### src/design/tksd_pkg.sv
// Shared types, codes and byte constants for the terminal key sequence decoder.
package tksd_pkg;

	// Parser mode while walking through an escape sequence.
	typedef enum logic [1:0] {
		PM_GROUND = 2'd0,
		PM_ESC    = 2'd1,
		PM_CSI    = 2'd2,
		PM_SS3    = 2'd3
	} parse_mode_t;

	// Progress through the CSI modifier number after the first semicolon.
	typedef enum logic [1:0] {
		DP_NONE   = 2'd0,
		DP_SIGN   = 2'd1,
		DP_DIGITS = 2'd2,
		DP_ENDED  = 2'd3
	} digit_phase_t;

	// Sequencer states of the top level.
	typedef enum logic [1:0] {
		CS_IDLE  = 2'd0,
		CS_FEED  = 2'd1,
		CS_FLUSH = 2'd2
	} ctl_state_t;

	// Modifier codes.
	localparam logic [1:0] MOD_NONE  = 2'd0;
	localparam logic [1:0] MOD_SHIFT = 2'd1;
	localparam logic [1:0] MOD_CTRL  = 2'd2;
	localparam logic [1:0] MOD_ALT   = 2'd3;

	// Key kind codes.
	localparam logic [3:0] KIND_CHAR   = 4'd0;
	localparam logic [3:0] KIND_NONE   = 4'd1;
	localparam logic [3:0] KIND_ESCAPE = 4'd2;
	localparam logic [3:0] KIND_BKSP   = 4'd3;
	localparam logic [3:0] KIND_TAB    = 4'd4;
	localparam logic [3:0] KIND_ENTER  = 4'd5;
	localparam logic [3:0] KIND_UP     = 4'd6;
	localparam logic [3:0] KIND_F1     = 4'd10;

	// Byte values the parser looks for.
	localparam logic [7:0] CH_CTL_LO  = 8'h01;
	localparam logic [7:0] CH_BS      = 8'h08;
	localparam logic [7:0] CH_TAB     = 8'h09;
	localparam logic [7:0] CH_CR      = 8'h0D;
	localparam logic [7:0] CH_CTL_HI  = 8'h1A;
	localparam logic [7:0] CH_ESC     = 8'h1B;
	localparam logic [7:0] CH_SPACE   = 8'h20;
	localparam logic [7:0] CH_BANG    = 8'h21;
	localparam logic [7:0] CH_PLUS    = 8'h2B;
	localparam logic [7:0] CH_0       = 8'h30;
	localparam logic [7:0] CH_1       = 8'h31;
	localparam logic [7:0] CH_2       = 8'h32;
	localparam logic [7:0] CH_9       = 8'h39;
	localparam logic [7:0] CH_SEMI    = 8'h3B;
	localparam logic [7:0] CH_AT      = 8'h40;
	localparam logic [7:0] CH_A       = 8'h41;
	localparam logic [7:0] CH_D       = 8'h44;
	localparam logic [7:0] CH_O       = 8'h4F;
	localparam logic [7:0] CH_P       = 8'h50;
	localparam logic [7:0] CH_S       = 8'h53;
	localparam logic [7:0] CH_Z       = 8'h5A;
	localparam logic [7:0] CH_LBRACK  = 8'h5B;
	localparam logic [7:0] CH_LA      = 8'h61;
	localparam logic [7:0] CH_LZ      = 8'h7A;
	localparam logic [7:0] CH_TILDE   = 8'h7E;
	localparam logic [6:0] CTRL_BIAS  = 7'h40;
	localparam logic [6:0] CASE_BIAS  = 7'h20;
	localparam logic [7:0] NUM_SAT    = 8'hFF;
	localparam logic [7:0] MODNUM_SHIFT = 8'd2;
	localparam logic [7:0] MODNUM_CTRL  = 8'd5;

	// One key event.
	typedef struct packed {
		logic [1:0] modifier;
		logic [3:0] kind;
		logic [6:0] ch;
	} key_event_t;

	// Outcome of feeding one byte to the parser.
	typedef struct packed {
		logic       ev_valid;
		logic       fail;
		key_event_t ev;
	} step_result_t;

endpackage

### src/design/tksd_ring_mem.sv
// Byte ring buffer with one write port and one registered read port.
module tksd_ring_mem #(
	parameter int AW = 5
) (
	input  logic          clk,
	input  logic          we,
	input  logic [AW-1:0] waddr,
	input  logic [7:0]    wdata,
	input  logic          re,
	input  logic [AW-1:0] raddr,
	output logic [7:0]    rdata
);

	logic [7:0] mem [(1 << AW)];
	logic [7:0] rdata_q;

	always_ff @(posedge clk) begin
		if (we) begin
			mem[waddr] <= wdata;
		end
		if (re) begin
			rdata_q <= mem[raddr];
		end
	end

	assign rdata = rdata_q;

endmodule

### src/design/tksd_parse.sv
// Escape sequence parser: per-byte decode and the parser state registers.
module tksd_parse import tksd_pkg::*; #(
	parameter int MAX_SEQ = 16,
	parameter int HCW     = 5
) (
	input  logic           clk,
	input  logic           arst_n,
	input  logic           step,
	input  logic [7:0]     c,
	output step_result_t   res,
	output logic [HCW-1:0] held_cnt
);

	localparam logic [HCW-1:0] HC_MAX = HCW'(MAX_SEQ);
	localparam logic [HCW-1:0] HC_ONE = HCW'(1);
	localparam logic [HCW-1:0] HC_TWO = HCW'(2);

	parse_mode_t    mode_q, mode_n;
	digit_phase_t   phase_q, phase_n;
	logic [HCW-1:0] hc_q, hc_n;
	logic           semi_q, semi_n;
	logic [7:0]     mn_q, mn_n;

	logic       is_print, is_upper, is_final, is_arrow, is_digit, is_blank;
	logic [6:0] lowered;
	logic [11:0] num_v;

	always_comb begin
		is_print = (c >= CH_SPACE) && (c <= CH_TILDE);
		is_upper = (c >= CH_A) && (c <= CH_Z);
		is_final = is_upper || ((c >= CH_LA) && (c <= CH_LZ)) || (c == CH_TILDE);
		is_arrow = (c >= CH_A) && (c <= CH_D);
		is_digit = (c >= CH_0) && (c <= CH_9);
		is_blank = (c == CH_SPACE) || ((c >= CH_TAB) && (c <= CH_CR));
		lowered  = is_upper ? (c[6:0] + CASE_BIAS) : c[6:0];
		num_v    = ({4'b0, mn_q} << 3) + ({4'b0, mn_q} << 1) + {8'b0, c[3:0]};

		mode_n  = mode_q;
		phase_n = phase_q;
		hc_n    = hc_q;
		semi_n  = semi_q;
		mn_n    = mn_q;
		res     = '0;

		unique case (mode_q)
			PM_GROUND: begin
				priority if (c == CH_ESC) begin
					mode_n = PM_ESC;
					hc_n   = HC_ONE;
				end else if ((c >= CH_CTL_LO) && (c <= CH_CTL_HI)) begin
					res.ev_valid = 1'b1;
					priority if (c == CH_BS) begin
						res.ev.kind = KIND_BKSP;
					end else if (c == CH_TAB) begin
						res.ev.kind = KIND_TAB;
					end else if (c == CH_CR) begin
						res.ev.kind = KIND_ENTER;
					end else begin
						res.ev.modifier = MOD_CTRL;
						res.ev.kind     = KIND_CHAR;
						res.ev.ch       = c[6:0] + CTRL_BIAS;
					end
				end else if (is_print) begin
					res.ev_valid = 1'b1;
					res.ev.kind  = KIND_CHAR;
					priority if (is_upper) begin
						res.ev.modifier = MOD_SHIFT;
						res.ev.ch       = lowered;
					end else if (c == CH_BANG) begin
						res.ev.modifier = MOD_SHIFT;
						res.ev.ch       = CH_1[6:0];
					end else if (c == CH_AT) begin
						res.ev.modifier = MOD_SHIFT;
						res.ev.ch       = CH_2[6:0];
					end else begin
						res.ev.modifier = MOD_NONE;
						res.ev.ch       = c[6:0];
					end
				end else begin
					res.ev_valid = 1'b1;
					res.ev.kind  = KIND_NONE;
				end
			end
			PM_ESC: begin
				priority if ((c == CH_LBRACK) || (c == CH_O)) begin
					mode_n  = (c == CH_LBRACK) ? PM_CSI : PM_SS3;
					hc_n    = HC_TWO;
					semi_n  = 1'b0;
					mn_n    = '0;
					phase_n = DP_NONE;
				end else if (is_print) begin
					res.ev_valid    = 1'b1;
					res.ev.modifier = MOD_ALT;
					res.ev.kind     = KIND_CHAR;
					res.ev.ch       = lowered;
					mode_n          = PM_GROUND;
				end else begin
					res.fail = 1'b1;
				end
			end
			PM_CSI: begin
				if (!is_final) begin
					if (hc_q >= HC_MAX) begin
						res.fail = 1'b1;
					end else begin
						hc_n = hc_q + HC_ONE;
						// Modifier number parsing after the first semicolon.
						priority if (!semi_q) begin
							if (c == CH_SEMI) begin
								semi_n = 1'b1;
							end
						end else if (phase_q == DP_ENDED) begin
							phase_n = phase_q;
						end else if (is_digit) begin
							mn_n    = (num_v > {4'b0, NUM_SAT}) ? NUM_SAT : num_v[7:0];
							phase_n = DP_DIGITS;
						end else if ((phase_q == DP_NONE) && is_blank) begin
							phase_n = phase_q;
						end else if ((phase_q == DP_NONE) && (c == CH_PLUS)) begin
							phase_n = DP_SIGN;
						end else if (phase_q == DP_DIGITS) begin
							phase_n = DP_ENDED;
						end else begin
							mn_n    = '0;
							phase_n = DP_ENDED;
						end
					end
				end else begin
					priority if ((hc_q == HC_TWO) && is_arrow) begin
						res.ev_valid = 1'b1;
						res.ev.kind  = KIND_UP + 4'(c - CH_A);
						mode_n       = PM_GROUND;
					end else if ((hc_q == HC_TWO) && (c == CH_Z)) begin
						res.ev_valid    = 1'b1;
						res.ev.modifier = MOD_SHIFT;
						res.ev.kind     = KIND_TAB;
						mode_n          = PM_GROUND;
					end else if (semi_q && ((phase_q == DP_DIGITS) || (phase_q == DP_ENDED))
							&& is_arrow && ((mn_q == MODNUM_SHIFT) || (mn_q == MODNUM_CTRL))) begin
						res.ev_valid    = 1'b1;
						res.ev.modifier = (mn_q == MODNUM_SHIFT) ? MOD_SHIFT : MOD_CTRL;
						res.ev.kind     = KIND_UP + 4'(c - CH_A);
						mode_n          = PM_GROUND;
					end else begin
						res.fail = 1'b1;
					end
				end
			end
			PM_SS3: begin
				if ((c >= CH_P) && (c <= CH_S)) begin
					res.ev_valid = 1'b1;
					res.ev.kind  = KIND_F1 + 4'(c - CH_P);
					mode_n       = PM_GROUND;
				end else begin
					res.fail = 1'b1;
				end
			end
			default: begin
				mode_n = PM_GROUND;
			end
		endcase

		// A failed sequence reports Escape; a finished one returns to ground.
		if (res.fail) begin
			res.ev_valid = 1'b1;
			res.ev       = '0;
			res.ev.kind  = KIND_ESCAPE;
		end
		if (mode_n == PM_GROUND || res.fail) begin
			mode_n  = PM_GROUND;
			hc_n    = '0;
			semi_n  = 1'b0;
			mn_n    = '0;
			phase_n = DP_NONE;
		end
	end

	always_ff @(posedge clk or negedge arst_n) begin
		if (!arst_n) begin
			mode_q  <= PM_GROUND;
			phase_q <= DP_NONE;
			hc_q    <= '0;
			semi_q  <= 1'b0;
			mn_q    <= '0;
		end else if (step) begin
			mode_q  <= mode_n;
			phase_q <= phase_n;
			hc_q    <= hc_n;
			semi_q  <= semi_n;
			mn_q    <= mn_n;
		end
	end

	assign held_cnt = hc_q;

endmodule

### src/design/terminal_key_sequence_decoder.sv
// Top level of the terminal key sequence decoder: sequencer, replay buffer and output word.
// A new byte is taken only in the idle state, once every key word of the previous byte has left
// the pending slot. After a failed sequence the bytes held after the ESC and the failing byte
// are fed again from the ring buffer; a stalled output holds the sequencer.
// Reset: arst_n puts the parser in ground state and idles the sequencer; no buffer clearing.
module terminal_key_sequence_decoder import tksd_pkg::*; #(
	parameter int MAX_SEQ = 16
) (
	input  logic       clk,
	input  logic       arst_n,
	input  logic       in_valid,
	output logic       in_ready,
	input  logic [7:0] in_byte,
	output logic       out_valid,
	input  logic       out_ready,
	output logic [1:0] modifier,
	output logic [3:0] key_kind,
	output logic [6:0] key_char,
	output logic       last_of_run
);

	// The ring buffer holds every byte of the open sequence in order, starting with its ESC,
	// followed by any bytes still waiting to be fed. Its depth is at least twice MAX_SEQ, so
	// a failed sequence replays by moving the read pointer back over its own held bytes.
	localparam int QAW = $clog2(2 * MAX_SEQ);
	localparam int HCW = $clog2(MAX_SEQ + 1);
	localparam int CW  = $clog2(MAX_SEQ + 2);
	localparam int SW  = $clog2(2 * MAX_SEQ + 1);
	localparam logic [CW-1:0] EV_LIMIT = CW'(MAX_SEQ);
	localparam logic [CW-1:0] Q_CLAMP  = CW'(MAX_SEQ + 1);
	localparam logic [SW-1:0] Q_CLAMP_W = SW'(MAX_SEQ + 1);

	ctl_state_t     state_q, state_n;
	logic [QAW-1:0] head_q;
	logic [CW-1:0]  qcnt_q;
	logic [CW-1:0]  ev_cnt_q;
	logic           from_mem_q;
	logic [7:0]     byte_q;
	logic           pend_valid_q;
	key_event_t     pend_q;
	logic           out_valid_q;
	key_event_t     out_ev_q;
	logic           out_last_q;

	logic           accept, feed, push, push_last, set_pend, clr_pend, rd_en, out_busy, more;
	key_event_t     push_ev;
	logic [QAW-1:0] rd_addr, fail_head;
	logic [SW-1:0]  qsum;
	logic [CW-1:0]  qn, ev_cnt_n;
	logic [7:0]     cur_byte, rdata;
	step_result_t   res;
	logic [HCW-1:0] held_cnt;

	tksd_ring_mem #(.AW(QAW)) u_mem (
		.clk   (clk),
		.we    (accept),
		.waddr (head_q),
		.wdata (in_byte),
		.re    (rd_en),
		.raddr (rd_addr),
		.rdata (rdata)
	);

	// The first byte of an item comes straight from its input register, replayed bytes
	// come from the ring buffer read register.
	assign cur_byte = from_mem_q ? rdata : byte_q;

	tksd_parse #(.MAX_SEQ(MAX_SEQ), .HCW(HCW)) u_parse (
		.clk      (clk),
		.arst_n   (arst_n),
		.step     (feed),
		.c        (cur_byte),
		.res      (res),
		.held_cnt (held_cnt)
	);

	// A failed sequence restarts the queue at the byte after its ESC. The failing byte
	// already sits right behind the held bytes, so only the pointer and count change.
	always_comb begin
		fail_head = head_q - QAW'(held_cnt);
		qsum      = SW'(qcnt_q) + SW'(held_cnt);
		if (res.fail) begin
			qn = (qsum > Q_CLAMP_W) ? Q_CLAMP : CW'(qsum);
		end else begin
			qn = qcnt_q;
		end
		ev_cnt_n = ev_cnt_q + CW'(res.ev_valid);
		more     = (qn != '0) && (ev_cnt_n <= EV_LIMIT);
		out_busy = out_valid_q && !out_ready;
	end

	always_ff @(posedge clk or negedge arst_n) begin
		if (!arst_n) begin
			state_q <= CS_IDLE;
		end else begin
			state_q <= state_n;
		end
	end

	// Next state and control strobes. A new key word is first parked in the pending slot;
	// it moves to the output word once the next one shows up or the run ends, which is
	// when its last_of_run flag is known.
	always_comb begin
		state_n   = state_q;
		in_ready  = 1'b0;
		accept    = 1'b0;
		feed      = 1'b0;
		push      = 1'b0;
		push_last = 1'b0;
		push_ev   = pend_q;
		set_pend  = 1'b0;
		clr_pend  = 1'b0;
		rd_en     = 1'b0;
		rd_addr   = res.fail ? fail_head : head_q;
		unique case (state_q)
			CS_IDLE: begin
				in_ready = 1'b1;
				accept   = in_valid;
				if (in_valid) begin
					state_n = CS_FEED;
				end
			end
			CS_FEED: begin
				if (!(res.ev_valid && pend_valid_q && out_busy)) begin
					feed = 1'b1;
					if (res.ev_valid) begin
						set_pend = 1'b1;
						push     = pend_valid_q;
					end
					if (more) begin
						rd_en = 1'b1;
					end else if (res.ev_valid || pend_valid_q) begin
						state_n = CS_FLUSH;
					end else begin
						state_n = CS_IDLE;
					end
				end
			end
			CS_FLUSH: begin
				if (!out_busy) begin
					push      = 1'b1;
					push_last = 1'b1;
					clr_pend  = 1'b1;
					state_n   = CS_IDLE;
				end
			end
			default: begin
				state_n = CS_IDLE;
			end
		endcase
	end

	always_ff @(posedge clk or negedge arst_n) begin
		if (!arst_n) begin
			head_q       <= '0;
			qcnt_q       <= '0;
			ev_cnt_q     <= '0;
			from_mem_q   <= 1'b0;
			pend_valid_q <= 1'b0;
			out_valid_q  <= 1'b0;
		end else begin
			if (accept) begin
				head_q     <= head_q + QAW'(1);
				qcnt_q     <= '0;
				ev_cnt_q   <= '0;
				from_mem_q <= 1'b0;
			end
			if (feed) begin
				ev_cnt_q <= ev_cnt_n;
				if (rd_en) begin
					head_q     <= rd_addr + QAW'(1);
					qcnt_q     <= qn - CW'(1);
					from_mem_q <= 1'b1;
				end
			end
			if (set_pend) begin
				pend_valid_q <= 1'b1;
			end else if (clr_pend) begin
				pend_valid_q <= 1'b0;
			end
			if (push) begin
				out_valid_q <= 1'b1;
			end else if (out_ready) begin
				out_valid_q <= 1'b0;
			end
		end
	end

	always_ff @(posedge clk) begin
		if (accept) begin
			byte_q <= in_byte;
		end
		if (set_pend) begin
			pend_q <= res.ev;
		end
		if (push) begin
			out_ev_q   <= push_ev;
			out_last_q <= push_last;
		end
	end

	assign out_valid   = out_valid_q;
	assign modifier    = out_ev_q.modifier;
	assign key_kind    = out_ev_q.kind;
	assign key_char    = out_ev_q.ch;
	assign last_of_run = out_last_q;

`ifndef NO_ASSERTIONS
	// A new byte is only taken once every word of the previous one has left the pending slot.
	a_idle_no_pending: assert property (@(posedge clk) disable iff (!arst_n)
		in_ready |-> !pend_valid_q)
		else $error("byte accepted while a key word is still pending");

	// The run of one byte never produces more than MAX_SEQ + 1 words.
	a_event_bound: assert property (@(posedge clk) disable iff (!arst_n)
		ev_cnt_q <= Q_CLAMP)
		else $error("key word count of one byte out of range");

	// Bytes waiting for replay never exceed what one failed sequence can leave behind.
	a_queue_bound: assert property (@(posedge clk) disable iff (!arst_n)
		qcnt_q <= EV_LIMIT)
		else $error("replay queue count out of range");

	// The open sequence never holds more than MAX_SEQ bytes.
	a_held_bound: assert property (@(posedge clk) disable iff (!arst_n)
		held_cnt <= HCW'(MAX_SEQ))
		else $error("held sequence longer than MAX_SEQ");

	// An accepted byte is decoded in the very next cycle.
	a_accept_feeds: assert property (@(posedge clk) disable iff (!arst_n)
		accept |=> (state_q == CS_FEED) && !from_mem_q)
		else $error("accepted byte not decoded next cycle");
`endif

endmodule

### config.mk
export PLATFORM = sky130hd
export DESIGN_NAME = terminal_key_sequence_decoder
export DESIGN_NICKNAME = d
export VERILOG_FILES = /design/src/design/tksd_pkg.sv /design/src/design/tksd_ring_mem.sv /design/src/design/tksd_parse.sv /design/src/design/terminal_key_sequence_decoder.sv
export SDC_FILE = /design/constraint.sdc
export NUM_CORES = 1
export LEC_CHECK = 0
export ABC_CLOCK_PERIOD_IN_PS = 11370
export BUFFER_PORTS_ARGS = -buffer_cell sky130_fd_sc_hd__buf_4
export CAP_MARGIN = 10
export CORE_MARGIN = 2
export CORE_UTILIZATION = 50
export DETAILED_ROUTE_END_ITERATION = 10
export GPL_TIMING_DRIVEN = 0
export PLACE_DENSITY = 0.66
export SETUP_SLACK_MARGIN = 0.05
export SYNTH_ARGS = -nofsm -noshare
export SYNTH_HDL_FRONTEND = slang
export SYNTH_SLANG_ARGS = --single-unit
### constraint.sdc
create_clock -name clk -period 11.37 [get_ports clk]
set_clock_uncertainty 0.2 [all_clocks]
set_input_delay 2.274 -clock clk [delete_from_list [all_inputs] [get_ports clk]]
set_output_delay 2.274 -clock clk [all_outputs]
set_load 0.005 [all_outputs]
==> metrics.txt <==
Worst R2R Setup Slack=4.52 ns; first-pass GRT wire length=63.86 mm; Synth Net Count=1421; ranking of synthesized cells by area=edfxtp_1 (55%), dfrtp_1 (5.8%), ha_1 (3.9%), a21oi_1 (3.5%), nand2_1 (2.9%); worst rel slew slack=0.2530; commonest cells after routing, fill and taps aside=edfxtp_1 (299), nand2_1 (124), a21oi_1 (115), o21ai_0 (85), nor2_1 (78); min setup slack post-route=4.521 ns; Antenna Cells=0; Place WS=4.761 ns; pwr/cell area=256.7 nW/um^2; commonest non-fill, non-tap cell in the layout=edfxtp_1; TritonCTS Sinks=337; mapped cell area=16300 um^2; Hold Buf Count CTS=0; cts repair resizes=0; met3 wire len=3.260 mm; FILL cells=2639; CTS tree=done; Internal=0.002867 W; post-route insts no fill=1890; Hold Crit Class=register to register; sequential area share after synthesis=0.6091; routed len/inst=22.14 um; Slew Limit Fails=0; crit end category=register; crit path kind=register to register; Sequential Area=9930 um^2; Yosys warning count=0; vias in the first global route=11130; Total Neg Setup Slack=0 ns; Core Footprint=32290 um^2; area of the multi-input gates=5858 um^2; hpwl dp=28.74 mm; NumNets Final=1487; # setup viols final=0; GRT Residual Overflow=0; Syn Area/Cell=12.04 um^2; async set-reset flop share out of synthesis=0.1128; run status=completed; largest area contributor in the netlist=edfxtp_1; TritonCTS Buffers=36; DR top layer=met4; switching pwr=0.001826 W; drt drc=0; layout cells sized above 1=0.1064; fmax=146.0 MHz; metal2 WL=19.59 mm; register share of total power=0.341; Antenna Nets Post-Route=0; ys flop type=edfxtp_1; Worst Tran Pin Value=1.092 ns; unrepaired setup endpoints after global routing=false; clock slew at reported path FFs=0.07 ns; Cell Count Post-Placement=1824; CTS root buf=clkbuf_16; peak supply drop=0.1472 mV; largest net degree at the start of global routing=39; die area=34060 um^2; count of final hold-check violations=0; placed instance area=17070 um^2; via count=11540; Mapped Cells=1354; Synth Register Bits=337; Synth-to-Final Area Change=12.17%; Post-synth EDFFs=299; wl on met1=17.46 mm; Hold Slack=0.2175 ns; postcts setup bufs=0; LEAKAGE=6.498 nW; worst skew pair latency=0.54 ns; Tmin final=6.849 ns; final design instance area without fill=18280 um^2; crit path launch type=register; Netlist cell types=87; first-pass iteration count of the detailed router=6; antenna violations before repair=0; Req. time, crit path=11.60 ns; clock power share=0.254; Die H=184.6 um; switch share=0.3891; Rows=66; GP Congestion=0.9266; H-Tree Depth=2; port bufs=27; Max Root-Sink Buffers=3; MaxCap Viol Count=0; Starting Density=0.5048; part of the cycle the worst path needs=0.6024; Ports=28; Gate power share=0.405; drt first-iter violations=1388; critical path data arrival time=7.08 ns; vias per cell=6.106; routed wire length=41.84 mm; Synth top area share=0.5508; Overall Global Routing Usage=0.2476; critical path peak fanout=10; die width=184.6 um
## final cells by class
class,count,share of cell area
tap,442,0.03025
timing repair buffer,28,0.01170
clock inverter,21,0.01287
multi-input combinational,902,0.3204
sequential,337,0.5431
buffer,72,0.01923
clock buffer,45,0.05338
inverter,43,0.009101
## registers in the layout, indices dropped and copies added (netlist names)
signal and count:
byte_q 8, u_parse.mode_q 2, u_parse.phase_q 2, ev_cnt_q 5
u_mem.mem 256, u_mem.rdata 8, pend_valid_q 1, from_mem_q 1
key_kind 4, u_parse.semi_q 1, pend_q 13, last_of_run 1
key_char 7, out_valid 1, modifier 2, head_q 5
u_parse.mn_q 8, u_parse.held_cnt 5, qcnt_q 5, state_q 2
## power groups by stage
stage	clock network [W]	registers (W)	logic, W
floorplan	0	0.00160	0.00128
global placement	0	0.00162	0.00182
detailed placement	0	0.00163	0.00185
CTS	0.00121	0.00160	0.00187
global route	0.00126	0.00162	0.00205
finish	0.00119	0.00160	0.00190
## synth_stat cells, drive strengths merged, types with 15 or more instances
master and n:
edfxtp 299, nand2 126, a21oi 116, o21ai 87, nor2 78, nand3 73
clkbuf 54, ha 51, inv 42, mux2i 42, dfrtp 38, a211oi 25
and3 24, o22ai 24, buf 18, o31ai 18, o41ai 18, xnor2 18
nor3 16, mux2 15, nor4 15
## routing by layer
layer / vias to the layer above / global-route usage
li1: 5316 / -
met1: 5604 / 0.3346
met2: 526 / 0.4012
met3: 95 / 0.04545
met4: 0 / 0.08960
met5: - / 0
## critical path, cell delays in order (launching register included)
cell and delay [ns]:
dfrtp_1 0.35, buf_6 0.13, buf_8 0.14, mux2i_2 0.55, inv_2 0.19, ha_1 0.33
and4_1 0.20, o221a_2 0.27, o41ai_4 0.66, or2_0 0.19, clkbuf_1 0.26, a31oi_1 0.15
or3_1 0.38, buf_2 0.17, ha_1 0.22, ha_1 0.25, or4_1 0.50, a21oi_1 0.18
a311oi_1 0.13, o311ai_0 0.73, o21ai_0 0.23, a211oi_1 0.29
## logic make-up (layout without fill, tap and decap cells)
logic type | Yosys count | count (layout) | share of synthesized area
AOI/OAI and AO/OA | 368 | 368 | 0.1448
xor gates and xnor gates | 23 | 23 | 0.01236
adders and majority gates | 55 | 55 | 0.04406
buffers and inverters | 115 | 209 | 0.03178
DFF | 337 | 337 | 0.6091
muxes | 57 | 57 | 0.03730
and+or+nand+nor | 399 | 399 | 0.1205
## worst paths after layout
| check | from | to | cells past startpoint |
|---|---|---|---|
| worst max-delay path | from_mem_q$_DFF_PN0_ | head_q[2]$_DFF_PN0_ | 21 |
| worst min-delay path | pend_q[3]$_SDFFCE_PN0P_ | key_char[3]$_DFFE_PP_ | 0 |
| worst max register to register | from_mem_q$_DFF_PN0_ | head_q[2]$_DFF_PN0_ | 21 |
| worst min register to register | pend_q[3]$_SDFFCE_PN0P_ | key_char[3]$_DFFE_PP_ | 0 |
| max in group asynchronous | arst_n | head_q[2]$_DFF_PN0_ | 1 |
| min in group asynchronous | arst_n | u_parse.mn_q[6]$_DFFE_PN0P_ | 1 |
## through the flow
stage            util  total power, W
5_1_grt        0.5663        0.004928
3_5_place_dp   0.5288        0.003478
6_report       0.5663        0.004694
2_1_floorplan       -        0.002882
4_1_cts        0.5663        0.004677
3_3_place_gp   0.5282        0.003447
Note: power is estimated with default switching activity, not from simulation.
